## src/dbrt_pkg.sv

```systemverilog
// ----------------------------------------------------------------------------
// dbrt_pkg
// Shared types and constants of the distance banded relay throttle.
// ----------------------------------------------------------------------------
package dbrt_pkg;

    localparam int COORD_BITS_DEF = 24;
    localparam int SKIP_BITS_DEF  = 8;

    localparam logic [63:0] HASH_K1 = 64'hbf58476d1ce4e5b9;
    localparam logic [63:0] HASH_K2 = 64'h94d049bb133111eb;

    localparam logic [15:0] NEAR_RESET     = 16'd1024;
    localparam int          MAX_SKIP_RESET = 4;

    typedef enum logic [1:0] {
        CFG_ENABLE   = 2'd0,
        CFG_NEAR     = 2'd1,
        CFG_PRESSURE = 2'd2,
        CFG_MAX_SKIP = 2'd3
    } t_cfg_idx;

    typedef struct packed {
        logic        enable;
        logic [15:0] near;
        logic [7:0]  pressure;
    } t_cfg;

endpackage

```

## src/dbrt_mod_cell.sv

```systemverilog
// ----------------------------------------------------------------------------
// dbrt_mod_cell
// One restoring remainder step for the hash and the tick, one bit per cell.
// ----------------------------------------------------------------------------
module dbrt_mod_cell #(
    parameter int SKIP_BITS = dbrt_pkg::SKIP_BITS_DEF,
    parameter int BIT_IDX   = 63
) (
    input  logic                 i_clk,
    input  logic                 i_rst_n,
    input  logic                 i_en,
    input  logic                 i_valid,
    input  logic [SKIP_BITS-1:0] i_skip,
    input  logic [SKIP_BITS-1:0] i_rem_h,
    input  logic [SKIP_BITS-1:0] i_rem_t,
    input  logic [63:0]          i_hash,
    input  logic [63:0]          i_tick,
    output logic                 o_valid,
    output logic [SKIP_BITS-1:0] o_skip,
    output logic [SKIP_BITS-1:0] o_rem_h,
    output logic [SKIP_BITS-1:0] o_rem_t,
    output logic [63:0]          o_hash,
    output logic [63:0]          o_tick
);

    logic [SKIP_BITS:0]   cand_h, cand_t, div;
    logic [SKIP_BITS:0]   s_h, s_t;
    logic                 r_vld;
    logic [SKIP_BITS-1:0] r_skip, r_rem_h, r_rem_t;
    logic [63:0]          r_hash, r_tick;

    always_comb begin
        div    = {1'b0, i_skip};
        cand_h = {i_rem_h, i_hash[BIT_IDX]};
        cand_t = {i_rem_t, i_tick[BIT_IDX]};
        s_h    = (cand_h >= div) ? cand_h - div : cand_h;
        s_t    = (cand_t >= div) ? cand_t - div : cand_t;
    end

    always_ff @(posedge i_clk) begin
        if (!i_rst_n) begin
            r_vld <= 1'b0;
        end else if (i_en) begin
            r_vld <= i_valid;
        end
        if (i_en) begin
            r_skip  <= i_skip;
            r_rem_h <= s_h[SKIP_BITS-1:0];
            r_rem_t <= s_t[SKIP_BITS-1:0];
            r_hash  <= i_hash;
            r_tick  <= i_tick;
        end
    end

    assign o_valid = r_vld;
    assign o_skip  = r_skip;
    assign o_rem_h = r_rem_h;
    assign o_rem_t = r_rem_t;
    assign o_hash  = r_hash;
    assign o_tick  = r_tick;

endmodule

```

## config.mk

```make
export PLATFORM = sky130hd
export DESIGN_NAME = dbrt_mod_cell
export DESIGN_NICKNAME = d
export VERILOG_FILES = /design/src/dbrt_pkg.sv /design/src/dbrt_mod_cell.sv
export SDC_FILE = /design/constraint.sdc
export NUM_CORES = 1
export LEC_CHECK = 0
export ABC_AREA = 1
export BUFFER_PORTS_ARGS = -buffer_cell sky130_fd_sc_hd__buf_2
export CORE_ASPECT_RATIO = 1.25
export CORE_MARGIN = 2
export CORE_UTILIZATION = 35
export DETAILED_ROUTE_END_ITERATION = 12
export GPL_ROUTABILITY_DRIVEN = 0
export RECOVER_POWER = 25
export SYNTH_ARGS = -nofsm -noshare
export SYNTH_HDL_FRONTEND = slang
export SYNTH_SLANG_ARGS = --single-unit
```

## constraint.sdc

```tcl
create_clock -name i_clk -period 3.6 [get_ports i_clk]
set_input_delay 0.18 -clock i_clk [delete_from_list [all_inputs] [get_ports i_clk]]
set_output_delay 0.18 -clock i_clk [all_outputs]
set_load 0.05 [all_outputs]
```

# == Word-level counts from Yosys, hierarchy flattened ==
# Index checks and enable logic that the tools add are counted.
# totals
register_bits,153
out_inout_bits,153
elab_cells,12
# op_classes
n_addsub,2
magnitude_cmp,2
n_mux,2
# op_table
cell,n
9-bit by 8-bit greater-or-equal comparator with 1-bit output,2
8-bit 2-to-1 mux,2
8-bit subtractor,2

# == Logic depth before layout (Yosys ltp) ==
# Gate-level depths: netlist of run 1.
# logic_depth
depth_word,2
mapped_depth,11

# == Worst setup path before layout of run 1 ==
# No wires, ideal clock.
# synth_timing
kind,input to register
from,input i_skip[2]
to,"register r_rem_t[7], in the netlist o_rem_t[7], data pin"
setup_time_ns,0.252
arrival_time_ns,1.228
path_slack_ns,2.120
stages,9
path_buffers,0
path_cell_list,inv_1 ha_1 or2_4 nand3b_4 nand2_4 nand2_4 nand2_4 nand2_2 nand2_2
# synth_between
elab_chain_cells,2
# synth_lines
item,line,text
start: declaration,dbrt_mod_cell.sv:13,"input logic [SKIP_BITS-1:0] i_skip,"
8-bit subtractor or 9-bit by 8-bit greater-or-equal comparator with 1-bit output (tied branches),dbrt_mod_cell.sv:37,s_t = (cand_t >= div) ? cand_t - div : cand_t;
8-bit 2-to-1 mux *,dbrt_mod_cell.sv:37,
via s_t[7],dbrt_mod_cell.sv:27,"logic [SKIP_BITS:0] s_h, s_t;"
end signal: assignment,dbrt_mod_cell.sv:49,r_rem_t <= s_t[SKIP_BITS-1:0];
end: declaration,dbrt_mod_cell.sv:29,"logic [SKIP_BITS-1:0] r_skip, r_rem_h, r_rem_t;"
# Mark *: on every way through the listed nets, which the timed path passes. The rest lies on a longest branch.
# A chain may end at the register's enable or synchronous reset.

# == Final worst setup path of run 1 ==
# layout_timing
from,input i_skip[3]
to,"register r_rem_t[1], in the netlist o_rem_t[1], data pin"
# layout_between
elab_chain_cells,2
# layout_lines
item,line
9-bit by 8-bit greater-or-equal comparator with 1-bit output,dbrt_mod_cell.sv:37
8-bit 2-to-1 mux,dbrt_mod_cell.sv:37
via s_t[1],dbrt_mod_cell.sv:27
# The timed path passes the listed nets, and every way through them passes these cells.

==> results of run 1 <==
-- per-layer routing --
| layer | track usage | up-vias | wire length, µm |
|---|---|---|---|
| met5 | 0 | - | 13 |
| met4 | 0.111 | 2 | 854 |
| met1 | 0.209 | 2219 | 6380 |
| met3 | 0.0801 | 51 | 1690 |
| li1 | - | 2265 | - |
| met2 | 0.352 | 225 | 9150 |
-- flip-flops by register name (all words and copies together), names as in the netlist --
signal	cells
o_hash	64
o_tick	64
o_rem_h	8
o_rem_t	8
o_skip	8
o_valid	1
-- worst max-delay path: stages --
cell and delay [ns]:
dlygate4sd3_1 0.52, clkbuf_1 0.12, inv_1 0.07, ha_1 0.35, nand2_1 0.09, inv_2 0.04, nand2_1 0.06, nor2_2 0.05
a21oi_4 0.28, nand2_4 0.12, nand2_1 0.07, nand2_1 0.05
-- how the worst max path moves through the flow --
stage / endpoint / slack, ns / depth (start not counted)
floorplan: o_rem_t[7] / 2.12 / 9
global placement: o_rem_t[5] / 1.86 / 11
detailed placement: o_tick[21] / 1.83 / 2
CTS: o_rem_t[4] / 1.76 / 12
global route: o_rem_h[5] / 1.57 / 12
finish: o_rem_t[1] / 1.74 / 12
-- where the power goes --
part	switching [mW]	internal [mW]	leakage, nW
Combinational	0.829	0.333	2.58
Clock	0.759	1.05	0.294
Sequential	0.0376	2.13	1.50
Total	1.63	3.52	4.37
-- logic make-up after synthesis --
group,synth area share
flip-flops,0.789
buffers and inverters,0.0284
adder cells (fa/ha/maj),0.0413
AND/OR/NAND/NOR,0.121
XOR/XNOR,0.00904
AO/OA/AOI/OAI,0.0118
-- what timing repair did --
action,in CTS,in global routing
endpoints found under the hold margin,136,0
hold buffers,137,0
setup endpoints to repair,0,0
buffers inserted,0,0
-- cell usage in the layout, fill, tap and decap left out, types with 8 or more instances in the layout --
cell | Yosys | layout
dlygate4sd3_1 | 0 | 137
nor2_1 | 14 | 14
inv_1 | 40 | 40
edfxtp_1 | 152 | 152
nand3_1 | 29 | 29
nand2_1 | 84 | 84
clkbuf_16 | 0 | 17
buf_2 | 0 | 303
a21oi_1 | 8 | 8
ha_1 | 16 | 16
-- per-stage QoR --
step	worst slack (ns)	util	std cells	hold slack (ns)	power (mW)
final	1.74	0.594	1075	0.0976	5.14
after CTS	1.76	0.594	1075	0.0584	5.19
after floorplan	2.12	-	380	0.273	2.92
after global routing	1.57	0.594	1075	0.0934	5.34
after global placement	1.86	0.472	906	0.356	3.24
after detailed placement	1.83	0.472	906	0.358	3.25
-- cell type report --
cell class	instances	area share
clock inverters	15	0.0190
well taps	216	0.0281
repair buffers	447	0.305
multi-input cells	183	0.110
clock buffers	17	0.0442
flip-flops and latches	153	0.477
inverters	44	0.0172
==> summary.txt, run 1 <==
Critical Path Source -> i_skip[3]
die area -> 17700 µm²
Post-Syn Area -> 5810 µm²
worst min-delay path class -> in -> reg
Die Ht -> 148 µm
ranking of synthesized cells by area -> edfxtp_1 79%, nand2_1 5.4%, ha_1 3.4%
Peak VDD IR -> 263 µV
crit path kind -> in -> reg
Final Hold Vio Count -> 0
Reg2Reg Depth -> 3
multi-input logic area -> 1060 µm²
final WL -> 18100 µm
RSZ-0062 raised after global routing -> false
Hold Startpoint -> i_rem_h[4]
final slew viol count -> 0
Fmax -> 0.536 GHz
Fin Setup TNS -> 0 ns
Post-synth EDFFs -> 152
DRC Markers -> 0
CTS tree -> built
hpwl dp -> 13000 µm
ys flop type -> edfxtp_1
WL/cell -> 16.8 µm
crit end category -> flop
PwrDens -> 535 nW/µm²
top cell type's share of synthesized area -> 0.785
row count -> 52
ant diodes -> 0
vias in the first global route -> 5011
status -> finished clean
DR vias -> 4762
Initial Util -> 0.359
CP required -> 3.77 ns
fill count -> 1292
Post-CTS Resized -> 0
Port Buffers -> 308
r2r startpoint -> o_valid
floorplan core area -> 16200 µm²
sequential share of the synthesized area -> 0.789
total grt overflow -> 0
final net count -> 1020
global-route wire length before repair -> 26900 µm
syn_nets -> 554
worst reg2reg endpoint -> o_valid
DR pass1 iterations -> 4
Max Clock Skew -> 0 ns
clock buffers created by TritonCTS -> 17
cell taking the most area after synthesis -> edfxtp_1
Synth Instances -> 380
Slew @ Worst Pin -> 0.810 ns
Clock transition at path regs -> 0.06 ns
reg-to-reg slack, setup -> 2.38 ns
Die Width -> 119 µm
# H-tree levels -> 4
Post-Syn Area per Cell -> 15.3 µm²
placed cell area -> 7640 µm²
post-layout instance area -> 9620 µm²
library cells used by synthesis -> 24
routed vias/inst -> 4.43
final setup fails -> 0
fin crit period -> 1.86 ns
total track usage -> 0.203
antenna violations before repair -> 1
CTS Buffer Depth -> 2
critical-path maximum fanout -> 9
Clock Tree Root -> clkbuf_16
hold-critical path depth -> 3
layout cells sized above 1 -> 0.421
max_slew headroom -> 0.460
Worst Hold Endpoint -> o_rem_h[5]
period utilization -> 0.518
YS warnings -> 0
critical path launch point type -> input pin
Post-synth ARST share -> 0
Final ANT Viol Nets -> 0
Arr. time, crit path -> 2.03 ns
largest net degree at the start of global routing -> 91
MaxCap Viol Count -> 0
Layout area overhead -> 65.5%
#FFs+latches synth -> 153
Sequential Area -> 4580 µm²
most frequent cells after synthesis -> 152 x edfxtp_1, 84 x nand2_1, 40 x inv_1
Static Leak -> 4.37 nW
Skew-Pair Late Insertion Delay -> 0.42 ns
num ports -> 309
Initial DRC Count -> 327
count leader, synth -> edfxtp_1
clk sinks -> 153
Power figures use the tool's default switching activity.
==> run 2: changes to the inputs <==
ABC_AREA = 0   (was 1)
PLACE_DENSITY = 0.68   (was default)
clock period = 1.6 ns   (was 3.6 ns; I/O delays follow)
==> run 2 against run 1 <==
Net effect:
- synthesized cell count down 28%
- clock-buffer cell count unchanged
- sequential share of layout area down 1.2 points
- clock power up 120%
- clock skew unchanged
- routed wire length up 0.39%
- sequential power up 130%
- global-route usage up 0.23 points
- critical path type unchanged
- largest cell class unchanged
- highest routed layer unchanged
==> summary.txt, run 2 <==
ant diodes -> 0 (unchanged)
hpwl dp -> 11900 µm (-8.7%)
biggest cell delay along the critical path -> 0.30 ns (-0.22 ns)
row count -> 51 (-1.9%)
worst min-delay path class -> in -> reg
library cells used by synthesis -> 35 (+46%)
Initial DRC Count -> 220 (-33%)
final net count -> 965 (-5.4%)
fill count -> 1126 (-13%)
clk sinks -> 153 (unchanged)
die area -> 16800 µm² (-4.6%)
count leader, synth -> edfxtp_1
Fin Setup TNS -> 0 ns (unchanged)
Die Ht -> 145 µm (-2.3%)
total track usage -> 0.205 (+0.00232)
total grt overflow -> 0 (unchanged)
DR vias -> 4615 (-3.1%)
crit path kind -> in -> reg
crit end category -> flop
Post-synth ARST share -> 0 (unchanged)
Initial Util -> 0.357 (-0.00177)
max_slew headroom -> 0.727 (+0.267)
CP required -> 1.77 ns (-2.00 ns)
Die Width -> 116 µm (-2.3%)
CTS Buffer Depth -> 2 (unchanged)
ys flop type -> edfxtp_1
num ports -> 309 (unchanged)
Layout area overhead -> 78.2%
layout cells sized above 1 -> 0.507 (+0.0860)
Fmax -> 0.655 GHz
Skew-Pair Late Insertion Delay -> 0.42 ns (about the same)
Final Hold Vio Count -> 0 (unchanged)
fin crit period -> 1.53 ns
most frequent cells in the layout -> 300 x buf_2, 152 x edfxtp_1, 143 x dlygate4sd3_1
commonest non-fill, non-tap cell in the layout -> buf_2
most frequent cells after synthesis -> 152 x edfxtp_1, 16 x ha_1, 12 x inv_1
floorplan core area -> 15500 µm² (-4.3%)
Post-Syn Area -> 5540 µm² (-4.8%)
YS warnings -> 0 (unchanged)
hold slack final -> 0.0270 ns (-0.0706 ns)
Static Leak -> 4.29 nW (-1.8%)
RSZ-0062 raised after global routing -> false
clock buffers created by TritonCTS -> 17 (unchanged)
Final ANT Viol Nets -> 0 (unchanged)
MaxCap Viol Count -> 0 (unchanged)
PwrDens -> 1170 nW/µm² (+120%)
global-route wire length before repair -> 25200 µm (-6.4%)
top cell type's share of synthesized area -> 0.825 (+0.0392)
#FFs+latches synth -> 153 (unchanged)
Critical Path, Cell by Cell -> buf_2 -> inv_2 -> ha_4 -> and3_1 -> nand3_1 -> a31oi_2 -> a2111oi_4 -> buf_6 -> mux2_4
largest net degree at the start of global routing -> 41 (-55%)
WL/cell -> 17.9 µm (+6.2%)
period utilization -> 0.954
CTS tree -> built
slowest CP cell -> mux2_4
critical-path maximum fanout -> 6 (-3)
DRC Markers -> 0 (unchanged)
status -> finished clean
Post-synth EDFFs -> 152 (unchanged)
critical path launch point type -> input pin
syn_nets -> 449 (-19%)
Max Clock Skew -> 0 ns (unchanged)
final slew viol count -> 0 (unchanged)
ranking of synthesized cells by area -> edfxtp_1 82%, ha_1 3.6%, mux2_2 2.0%
Setup WS pre-CTS -> -0.466 ns (-2.30 ns)
Slew @ Worst Pin -> 0.410 ns (-0.400 ns)
DR pass1 iterations -> 5 (+1)
# H-tree levels -> 4 (unchanged)
Post-Syn Area per Cell -> 20.1 µm² (+32%)
Synth Instances -> 275 (-28%)
antenna violations before repair -> 1 (unchanged)
routed vias/inst -> 4.54 (+2.5%)
Port Buffers -> 308 (unchanged)
final setup fails -> 0 (unchanged)
vias in the first global route -> 4799 (-4.2%)
cell taking the most area after synthesis -> edfxtp_1
Clock transition at path regs -> 0.07 ns (about the same)
Peak VDD IR -> 640 µV (+140%)
final WL -> 18200 µm (+0.39%)
Clock Tree Root -> clkbuf_16
crit path setup slack, layout -> 0.0740 ns (-1.66 ns)
sequential share of the synthesized area -> 0.828 (+0.0394)
Arr. time, crit path -> 1.69 ns (-0.34 ns)
run 2: cell types whose count changed after synthesis, sizes merged, moves of 4 or more:
| cell | before | now |
|---|---|---|
| nor2b | 0 | 6 |
| nand3 | 31 | 6 |
| a21o | 0 | 4 |
| o21ai | 1 | 9 |
| nor2 | 17 | 6 |
| inv | 44 | 12 |
| mux2i | 0 | 6 |
| nand2 | 93 | 6 |
| mux2 | 0 | 10 |
run 2: routing by layer:
layer	routed length [µm]	vias up	global-route usage
li1	-	2119	-
met1	6050	2220	0.201
met2	10100	231	0.383
met3	1430	43	0.0675
met4	592	2	0.0965
met5	20	-	0
run 2: power breakdown:
group	leakage, nW	switching, mW	total, mW	internal (mW)
registers	1.50	0.103	4.91	4.80
logic	2.51	1.81	2.71	0.903
clock network	0.287	1.82	3.93	2.11
run 2: final timing paths:
check | cells past startpoint | slack (ns) | endpoint | start
hold reg to reg | 3 | 1.09 | o_valid | o_valid
setup / recovery | 9 | 0.07 | o_rem_h[4] | i_skip[2]
setup reg to reg | 3 | 0.43 | o_valid | o_valid
hold / removal | 2 | 0.03 | o_rem_t[3] | i_rem_t[2]
run 2: final cells by class:
class | instances | area [µm²] | share of cell area
Timing Repair Buffer | 498 | 3350 | 0.340
Clock inverter | 15 | 179 | 0.0181
Inverter | 12 | 50.0 | 0.00507
Clock buffer | 17 | 425 | 0.0431
Tap cell | 212 | 265 | 0.0269
Sequential cell | 153 | 4580 | 0.465
Multi-Input combinational cell | 109 | 1010 | 0.102
run 2: per-stage QoR:
stage | instances | util | instance area [µm²] | power [mW]
floorplan | 275 | - | 5640 | 6.55
global placement | 839 | 0.504 | 7810 | 7.33
detailed placement | 839 | 0.504 | 7810 | 7.38
CTS | 1014 | 0.635 | 9850 | 11.6
global route | 1016 | 0.636 | 9860 | 11.9
finish | 1016 | 0.636 | 9860 | 11.5
run 2: cell families after synthesis:
family / Yosys count / share of synthesized area
muxes: 16 / 0.0312
DFF: 153 / 0.828
adders and majority gates: 18 / 0.0434
xor gates and xnor gates: 6 / 0.00950
and+or+nand+nor: 36 / 0.0341
buffers and inverters: 13 / 0.00881
AOI/OAI and AO/OA: 33 / 0.0448
run 2: repair_timing:
action / 4_1_cts / 5_1_grt
hold endpoints to repair: 142 / 0
resized for setup: 0 / 3
pin swaps: 1 / 1
hold buffers: 143 / 0
setup buffers: 0 / 2
endpoints found under the setup margin: 3 / 10
run 2: critical path: cells and delay by family:
family / cells / cell delay [ns]
AOI/OAI and AO/OA: 2 / 0.36
adders and majority gates: 1 / 0.21
and+or+nand+nor: 2 / 0.36
buffers and inverters: 3 / 0.40
muxes: 1 / 0.30
==> run 3: changes to the inputs <==
ABC_AREA = default   (was 0)
GPL_TIMING_DRIVEN = 0   (was default)
REMOVE_ABC_BUFFERS = 1   (was default)
==> run 3 against run 2 <==
Net effect:
- sequential share of layout area grew 1.4 points
- critical endpoint is now o_rem_h[5]
- critical path depth shrank 2
- total power shrank 0.13%
- largest power group unchanged
==> summary.txt, run 3 (synthesis gave the netlist of run 2 again) <==
Clock transition at path regs -> 0.07 ns (about the same)
fill count -> 1152 (+2.3%)
Static Leak -> 4.10 nW (-4.5%)
Reg2Reg Depth -> 3 (unchanged)
final WL -> 16400 µm (-9.5%)
crit end category -> flop
Final Hold Vio Count -> 0 (unchanged)
global routing's busiest layer -> met2
multi-input logic area -> 986 µm² (-2.2%)
WL/cell -> 16.8 µm (-6.2%)
DR vias -> 4370 (-5.3%)
Reg power frac -> 0.424 (about the same)
Clock Tree Root -> clkbuf_16
DRC Markers -> 0 (unchanged)
Fin Setup TNS -> 0 ns (unchanged)
ant diodes -> 0 (unchanged)
CTS Buffer Depth -> 2 (unchanged)
M3 GR Usage -> 0.0692 (+0.00168)
worst reg2reg endpoint -> o_valid
MaxCap Viol Count -> 0 (unchanged)
vias in the first global route -> 4559 (-5.0%)
final setup fails -> 0 (unchanged)
most frequent cells in the layout -> 302 x buf_2, 152 x edfxtp_1, 148 x dlygate4sd3_1
CTS tree -> built
post-layout util -> 0.618 (-0.0181)
slowest CP cell -> a2111oi_4
CP required -> 1.77 ns (about the same)
max_slew headroom -> 0.584 (-0.142)
# H-tree levels -> 4 (unchanged)
Psw -> 3.55 mW (-4.8%)
Max Clock Skew -> 0 ns (unchanged)
Sequential Area -> 4580 µm² (unchanged)
total grt overflow -> 0 (unchanged)
total track usage -> 0.186 (-0.0195)
hold slack final -> 0.0592 ns (+0.0322 ns)
GR Util met1 -> 0.181 (-0.0195)
Int Pwr -> 7.98 mW (+2.1%)
Critical Path Source -> i_skip[6]
num ports -> 309 (unchanged)
final net count -> 929 (-3.7%)
global-route wire length before repair -> 22900 µm (-9.0%)
critical-path maximum fanout -> 6 (unchanged)
Tot Pwr -> 11.5 mW (-0.13%)
Arr. time, crit path -> 1.75 ns (+0.06 ns)
Critical Path, Cell by Cell -> buf_2 -> inv_1 -> ha_2 -> a21o_1 -> a2111oi_4 -> buf_4 -> mux2_2
largest net degree at the start of global routing -> 91 (+120%)
PwrDens -> 1200 nW/µm² (+2.8%)
Slew @ Worst Pin -> 0.624 ns (+0.214 ns)
Logic pwr share -> 0.223 (-0.012)
Initial DRC Count -> 238 (+8.2%)
die area -> 16800 µm² (unchanged)
Switching Share -> 0.308 (-0.0151)
critical path launch point type -> input pin
RSZ-0062 raised after global routing -> true
routed vias/inst -> 4.46 (-1.8%)
status -> finished clean
crit path setup slack, layout -> 0.0153 ns (-0.0587 ns)
Die Ht -> 145 µm (unchanged)
Fmax -> 0.631 GHz (-3.7%)
final slew viol count -> 0 (unchanged)
Initial Util -> 0.357 (unchanged)
Skew-Pair Late Insertion Delay -> 0.42 ns (about the same)
fin crit period -> 1.58 ns (+0.0587 ns)
Port Buffers -> 308 (unchanged)
clk sinks -> 153 (unchanged)
r2r startpoint -> o_valid
period utilization -> 0.990 (+0.0367)
worst min-delay path class -> in -> reg
Peak VDD IR -> 571 µV (-11%)
layout cells sized above 1 -> 0.480 (-0.0270)
Layout area overhead -> 73.1%
Setup WS pre-CTS -> -0.874 ns (-0.408 ns)
met2 Resource Use GR -> 0.344 (-0.0395)
clock buffers created by TritonCTS -> 17 (unchanged)
Final ANT Viol Nets -> 0 (unchanged)
DR pass1 iterations -> 4 (-1)
row count -> 51 (unchanged)
biggest cell delay along the critical path -> 0.34 ns (+0.04 ns)
capture point of the worst path -> o_rem_h[5]
floorplan core area -> 15500 µm² (unchanged)
Die Width -> 116 µm (unchanged)
clock share of power -> 0.352 (+0.012)
hpwl dp -> 10500 µm (-12%)
crit path kind -> in -> reg
reg-to-reg slack, setup -> 0.46 ns (+0.03 ns)
commonest non-fill, non-tap cell in the layout -> buf_2
antenna violations before repair -> 1 (unchanged)
run 3: changes by cell type in the layout (fill, tap and decap cells not counted), sizes merged:
cell,previous run,this run
clkbuf,23,21
buf,349,310
bufinv,0,2
inv,18,21
clkinv,7,2
dlygate4sd3,143,148
run 3: layout make-up:
class	count	share of cell area
Clock buffer	17	0.0444
Clock inverter	15	0.0184
Inverter	12	0.00496
Multi-Input combinational cell	109	0.103
Sequential cell	153	0.478
Tap cell	212	0.0277
Timing Repair Buffer	462	0.323
run 3: metal layers:
layer | vias up | wire (µm)
met4 | 2 | 367
met2 | 204 | 9190
met3 | 31 | 1340
met1 | 2082 | 5530
met5 | - | 13
li1 | 2051 | -
run 3: worst min path at each step:
stage,start,end,depth (start not counted)
final,i_hash[63],o_rem_h[0],3
after global placement,i_tick[60],o_tick[60],1
after floorplan,i_hash[0],o_hash[0],0
after global routing,i_hash[63],o_rem_h[0],3
after CTS,i_rem_h[1],o_rem_h[2],2
after detailed placement,i_tick[25],o_tick[25],1
run 3: metrics by stage:
| stage | instances | cell area, µm² |
|---|---|---|
| after floorplan | 274 | 5530 |
| after global placement | 794 | 7340 |
| after detailed placement | 795 | 7370 |
| after CTS | 979 | 9550 |
| after global routing | 980 | 9580 |
| final | 980 | 9580 |
run 3: repair_timing:
action	CTS	global route
hold buffers	147	1
setup endpoints to repair	14	13
setup buffers	5	0
hold endpoints to repair	146	1
pin swaps	5	2
resized for setup	10	8
run 3: critical path: cells and delay by family:
kind / cells / cell delay [ns]
AOI/OAI and AO/OA: 2 / 0.58
buffers and inverters: 3 / 0.42
muxes: 1 / 0.34
adders and majority gates: 1 / 0.33
run 3: power groups by stage:
| stage | sequential (mW) | combinational [mW] | clock (mW) |
|---|---|---|---|
| floorplan | 6.20 | 0.312 | 0 |
| global placement | 4.97 | 2.18 | 0 |
| detailed placement | 4.97 | 2.22 | 0 |
| CTS | 4.89 | 2.55 | 4.17 |
| global route | 4.92 | 2.70 | 4.31 |
| finish | 4.89 | 2.58 | 4.06 |
